--- config.mk ---
export PLATFORM = sky130hd
export DESIGN_NAME = pae_ctrl
export DESIGN_NICKNAME = d
export VERILOG_FILES = /design/src/rtl/pae_pkg.sv /design/src/rtl/pae_ctrl.sv
export SDC_FILE = /design/constraint.sdc
export NUM_CORES = 1
export LEC_CHECK = 0
export BUFFER_PORTS_ARGS = -buffer_cell sky130_fd_sc_hd__buf_2
export CAP_MARGIN = 40
export CORE_AREA = 10 10 47 49
export DETAILED_ROUTE_END_ITERATION = 10
export DIE_AREA = 0 0 57 59
export PLACE_DENSITY = 0.49
export SLEW_MARGIN = 20
export SYNTH_ARGS = -nofsm -noshare
export SYNTH_HDL_FRONTEND = slang
export SYNTH_SLANG_ARGS = --single-unit
--- constraint.sdc ---
create_clock -name i_clk -period 1.9 [get_ports i_clk]
set_clock_uncertainty 0.1 [all_clocks]
set_input_delay 0.38 -clock i_clk [delete_from_list [all_inputs] [get_ports i_clk]]
set_output_delay 0.38 -clock i_clk [all_outputs]
set_load 0.02 [all_outputs]
--- src/rtl/pae_pkg.sv ---
`default_nettype none
package pae_pkg;

    // Register map of the configuration port
    localparam int CFG_IDX_W   = 1;
    localparam int CFG_DATA_W  = 11;
    localparam logic [CFG_IDX_W-1:0] REG_NODE_COUNT = 1'd0;
    localparam logic [CFG_IDX_W-1:0] REG_LINKS      = 1'd1;

    // Register widths and reset values
    localparam int CFG_NODES_W = 11;
    localparam int CFG_LINKS_W = 4;
    localparam logic [CFG_NODES_W-1:0] NODES_RST = 11'd1024;
    localparam logic [CFG_LINKS_W-1:0] LINKS_RST = 4'd2;

    // Item field widths
    localparam int DRAW_W     = 14;
    localparam int NODE_OUT_W = 10;

    // Item kinds
    localparam logic KIND_START = 1'b0;
    localparam logic KIND_DRAW  = 1'b1;

    // Default sizes
    localparam int DEF_MAX_NODES = 1024;
    localparam int DEF_MAX_LINKS = 8;

    // Controller to datapath commands
    typedef struct packed {
        logic start;    // latch run sizes, rewind the store
        logic seed;     // one seed write
        logic rd;       // store read at the draw index
        logic check;    // duplicate check and slot fill
        logic emit_a;   // target write, edge to output register
        logic emit_b;   // new-node write, advance
    } t_cmd;

    // Datapath to controller status
    typedef struct packed {
        logic is_start;     // input item is a start
        logic draw_ok;      // draw is in range and the run is active
        logic seed_last;    // current seed write is the final one
        logic no_edges;     // links not below node count
        logic dup;          // read endpoint already a target
        logic slots_full;   // next slot fill completes the targets
        logic emit_last;    // current edge is the last of the node
        logic out_free;     // output register can take an edge
    } t_sts;

endpackage
`default_nettype wire

--- src/rtl/pae_ctrl.sv ---
`default_nettype none
module pae_ctrl (
    input  wire               i_clk,
    input  wire               i_rst_n,
    input  wire               i_valid,
    output logic              o_stall,
    input  pae_pkg::t_sts     i_sts,
    output pae_pkg::t_cmd     o_cmd
);

    localparam logic [2:0] S_IDLE   = 3'd0;
    localparam logic [2:0] S_SEED   = 3'd1;
    localparam logic [2:0] S_CHECK  = 3'd2;
    localparam logic [2:0] S_EMIT_A = 3'd3;
    localparam logic [2:0] S_EMIT_B = 3'd4;

    logic [2:0] r_state;
    logic [2:0] n_state;

    // input is taken only between items
    assign o_stall = (r_state != S_IDLE);

    // next state and commands
    always_comb begin
        n_state = r_state;
        o_cmd   = '0;
        case (r_state)
            S_IDLE: begin
                if (i_valid) begin
                    if (i_sts.is_start) begin
                        o_cmd.start = 1'b1;
                        n_state     = S_SEED;
                    end else if (i_sts.draw_ok) begin
                        o_cmd.rd = 1'b1;
                        n_state  = S_CHECK;
                    end
                end
            end
            S_SEED: begin
                o_cmd.seed = 1'b1;
                if (i_sts.seed_last) begin
                    n_state = i_sts.no_edges ? S_IDLE : S_EMIT_A;
                end
            end
            S_CHECK: begin
                o_cmd.check = 1'b1;
                n_state = (!i_sts.dup && i_sts.slots_full) ? S_EMIT_A : S_IDLE;
            end
            S_EMIT_A: begin
                if (i_sts.out_free) begin
                    o_cmd.emit_a = 1'b1;
                    n_state      = S_EMIT_B;
                end
            end
            S_EMIT_B: begin
                o_cmd.emit_b = 1'b1;
                n_state = i_sts.emit_last ? S_IDLE : S_EMIT_A;
            end
            default: begin
                n_state = S_IDLE;
            end
        endcase
    end

    always_ff @(posedge i_clk) begin
        if (!i_rst_n) begin
            r_state <= S_IDLE;
        end else begin
            r_state <= n_state;
        end
    end

endmodule
`default_nettype wire

* Yosys cells after proc, flatten, opt, wreduce, memory -nomap -nowiden *
Index checks and enable logic that the tools add are counted.
W data, S select, Z words.

operators by class
  bitwise logic cells = 0
  eq/ne operators = 8
  multiplexer cells = 21
  order comparisons = 0
  divide/modulo/power cells = 0
  $add $sub $neg = 0
  multiply operators = 0
  shifts and indexed selects = 0
  reduce and logical (&&, ||, !) cells = 5

operators with widths
  operator              number
  $mux W3               5
  $pmux W3 S5           1
  $mux W1               12
  $eq A3 B2 Y1 const B  2
  $mux W2               3
  $ne A2 B2 Y1 const B  3
  $reduce_and A4 Y1     1
  $eq A3 B1 Y1 const B  1
  $eq A3 B3 Y1 const B  1
  $logic_not A3 Y1      1
  $ne A3 B3 Y1 const B  1
  $reduce_bool A3 Y1    1
  $logic_and A1 B1 Y1   1
  $logic_not A1 Y1      1

storage, ports and cells
  register bits = 3
  memories = 0
  bits in latches = 0
  logic and storage cells = 35
  output and inout port bits = 7
  input bits = 11
  memory bits (read-only) = 0
  RAM bits = 0

* Logic depth before layout (Yosys ltp) *
  word-level depth = 4
  mapped depth = 5
  depth with buffers taken out = 4

* Worst setup path after synthesis *
Ideal clock, no wire load.

  path type = register to output
  start = register r_state[0]
  end = output port o_cmd[3] (netlist name)
  buffers on the path = 1
  cell stages (with the launch flop) = 4
  required time = 1.420 ns
  setup slack = 0.322 ns
  arrival time = 1.098 ns
  cell sequence = dfxtp_1 -> buf_6 -> nor3_1 -> and4b_1

RTL lines
  item                      RTL line        RTL
  start: declaration        pae_ctrl.sv:17  logic [2:0] r_state;
  start signal: assignment  pae_ctrl.sv:69  r_state <= n_state;
  end: declaration          pae_ctrl.sv:8   output pae_pkg::t_cmd o_cmd

==> flow_metrics.py <==
metrics = {
    "outcome": {
        "status": "finished, final reports clean",
    },
    "clocking": {
        "clock-root-buffer": "clkbuf_4",
        "htreeDepth": 1,
        "holdBufCountCts": 0,
        "cts_made_buffers": 3,
        "clock_latency_ns": 0.24,
        "cts_buffer_depth": 2,
        "clkTransAtPathRegs_ns": 0.04,
        "cts_tree": "built",
        "cts_sinks": 3,
    },
    "cells_and_area": {
        "num-nets-final": 65,
        "largest_register_ffs": 3,
        "top_regs": "r_state (3)",
        "drive_gt1_frac": 0.4906,
        "syn_to_final_growth_pct": 44.75,
        "multi_input_area_um2": 192.7,
        "diodes": 0,
        "nFillCells": 171,
        "regMostFlops": "r_state",
        "seqCellArea_um2": 61.31,
    },
    "setup_path": {
        "cp.buffers_inverters": 1,
        "critPathMaxFanout": 9,
        "critPathKind": "flop to output port",
        "critPathArrivalTime_ns": 1.26,
        "crit_slowest_cell": "dfxtp_2",
        "path_cells": "nor2b_1, and3_1, buf_2",
        "endpoint_kind": "output port",
        "max_stage_delay_ns": 0.40,
        "critical-path-top-delay-family": "simple AND/OR/NAND/NOR gates",
        "critPathRequiredTime_ns": 1.42,
        "start_kind": "flop",
    },
    "power_and_ir_drop": {
        "p_comb_frac": 0.309,
        "switchingPower_uw": 93.51,
        "p_clk_frac": 0.409,
        "internal_power_uw": 188.9,
        "power_density_mw_per_mm2": 712.0,
        "power_frac_seq": 0.282,
        "total_leakage_power_nw": 0.2194,
        "swShare": 0.3311,
        "ir_drop_uv": 251.8,
    },
    "routing": {
        "vias": 315,
        "met2_length_um": 334,
        "top_layer_used": "met4",
        "met1_length_um": 393,
        "drt-wirelength-per-cell_um": 11.72,
        "met3WireLength_um": 43,
        "drt-total-wl_um": 809,
        "firstDrtPassIters": 4,
        "drtIter0Drc": 6,
        "drtAntennaViolNets": 0,
        "drc": 0,
        "viasPerCell": 4.565,
    },
    "synthesis": {
        "synth_area_leaders": "dfxtp_1 (22%), nor2b_1 (9.1%), buf_6 (8.2%)",
        "yosysTopAreaCell": "dfxtp_1",
        "synth-main-ff-cell": "dfxtp_1",
        "synth_edf_count": 0,
        "synth_warnings": 0,
        "yosysMostFrequentCell": "nor2b_1",
        "async_reset_ff_frac": 0,
        "postSynthCellCount": 33,
        "yosysUniqueCellTypes": 22,
        "synth_common_cells": "nor2b_1 (4), dfxtp_1 (3), nand2_1 (3)",
        "syn-mean-instance-area_um2": 8.303,
        "synth_top_area_share": 0.2192,
        "synthesis.area_um2": 274.0,
        "synth-seq-area-share": 0.2192,
        "synth_fp_nets": 44,
        "ys_ff_latch": 3,
    },
    "placement": {
        "dpl.hpwl_um": 645,
        "port_buffers": 17,
        "place.gp.congestion": 0.7138,
    },
    "global_routing": {
        "grt_usage": 0.05397,
        "grt_pass1_wl_mm": 1.407,
        "grt_pass1_vias": 330,
        "grt_max_degree": 12,
        "overflow": 0,
        "antenna_found_initial": 0,
    },
    "floorplan": {
        "rows": 14,
        "die_area_mm2": 0.003363,
        "start_util": 0.1955,
        "core_region_area_mm2": 0.001401,
        "dieHeight_um": 59,
        "num_io_pins": 18,
        "die_w_um": 57,
    },
    "sta": {
        "period_minus_slack_ns": 1.737,
        "fin_setup_tns_ns": 0,
        "worst_slew_pin_slew_ns": 0.3423,
        "max-slew-margin-rel": 0.7715,
        "whs_ns": 0.2769,
        "period_share": 0.9145,
        "final-setup-viol-count": 0,
        "final_max_slew_viol_count": 0,
        "hold_viol_final": 0,
        "max_freq_ghz": 0.5756,
        "rsz0062_at_grt": "false",
    },
    "run": {
        "maxCapViolations": 0,
    },
    "worst_hold_path": {
        "hold_class": "input pin to flop",
    },
}
==> cells in the final DEF, fill, tap and decap left out, types with 2 or more instances in the layout <==
master     n
dfxtp_1    2
buf_2     17
nand2_1    3
nor2b_1    4
nor4b_1    2
and3_1     2
clkbuf_4   3
o21ai_0    2
==> path summary, 6_finish.rpt <==
path	from	to	slack, ns	depth (start not counted)
worst max-delay path	r_state[0]$_SDFFE_PN0P_	o_cmd[1]	0.16	3
worst min-delay path	i_rst_n	r_state[2]$_SDFFE_PN0P_	0.28	2
worst max register to register	r_state[1]$_SDFFE_PN0P_	r_state[1]$_SDFFE_PN0P_	0.50	4
worst min register to register	r_state[0]$_SDFFE_PN0P_	r_state[1]$_SDFFE_PN0P_	0.60	3
==> power by group through the flow <==
stage	combinational (mW)	clock, mW	sequential (mW)
2_1_floorplan	0.0689	0	0.0708
3_3_place_gp	0.0874	0	0.0799
3_5_place_dp	0.0867	0	0.0797
4_1_cts	0.0871	0.119	0.0787
5_1_grt	0.0969	0.126	0.0830
6_report	0.0873	0.115	0.0797
==> cell type report <==
type                    count  area share
multi-input cells          27      0.4858
repair buffers             18      0.2334
flip-flops and latches      3      0.1546
clock buffers               4     0.06625
well taps                  16     0.05047
inverters                   1    0.009464
==> per-layer routing <==
metal	GRT usage	vias up
met4	0.07047	0
met5	0	-
met3	0.01073	4
met2	0.07287	17
li1	-	161
met1	0.06161	133
==> logic make-up (layout without fill, tap and decap cells) <==
kind of cell | after synthesis | count (layout) | synth area share
AND/OR/NAND/NOR | 18 | 18 | 0.4292
buffers and inverters | 3 | 23 | 0.09587
AO/OA/AOI/OAI | 9 | 9 | 0.2557
flip-flops | 3 | 3 | 0.2192
==> metrics by stage <==
step | worst slack [ns] | utilization | cells | cell area (um^2) | total power [mW]
after floorplan | 0.3221 | - | 33 | 274.0 | 0.1398
after detailed placement | 0.3466 | 0.2598 | 65 | 364.1 | 0.1663
after CTS | 0.07439 | 0.2786 | 69 | 390.4 | 0.2850
final | 0.1625 | 0.2830 | 69 | 396.6 | 0.2824
after global routing | 0.05024 | 0.2830 | 69 | 396.6 | 0.3058
after global placement | 0.3529 | 0.2598 | 65 | 364.1 | 0.1673
==> repair_timing <==
action                     CTS  global route
setup endpoints to repair    0             3
setup buffers                0             0
gates resized for setup      0             2
Power figures use the tool's default switching activity.
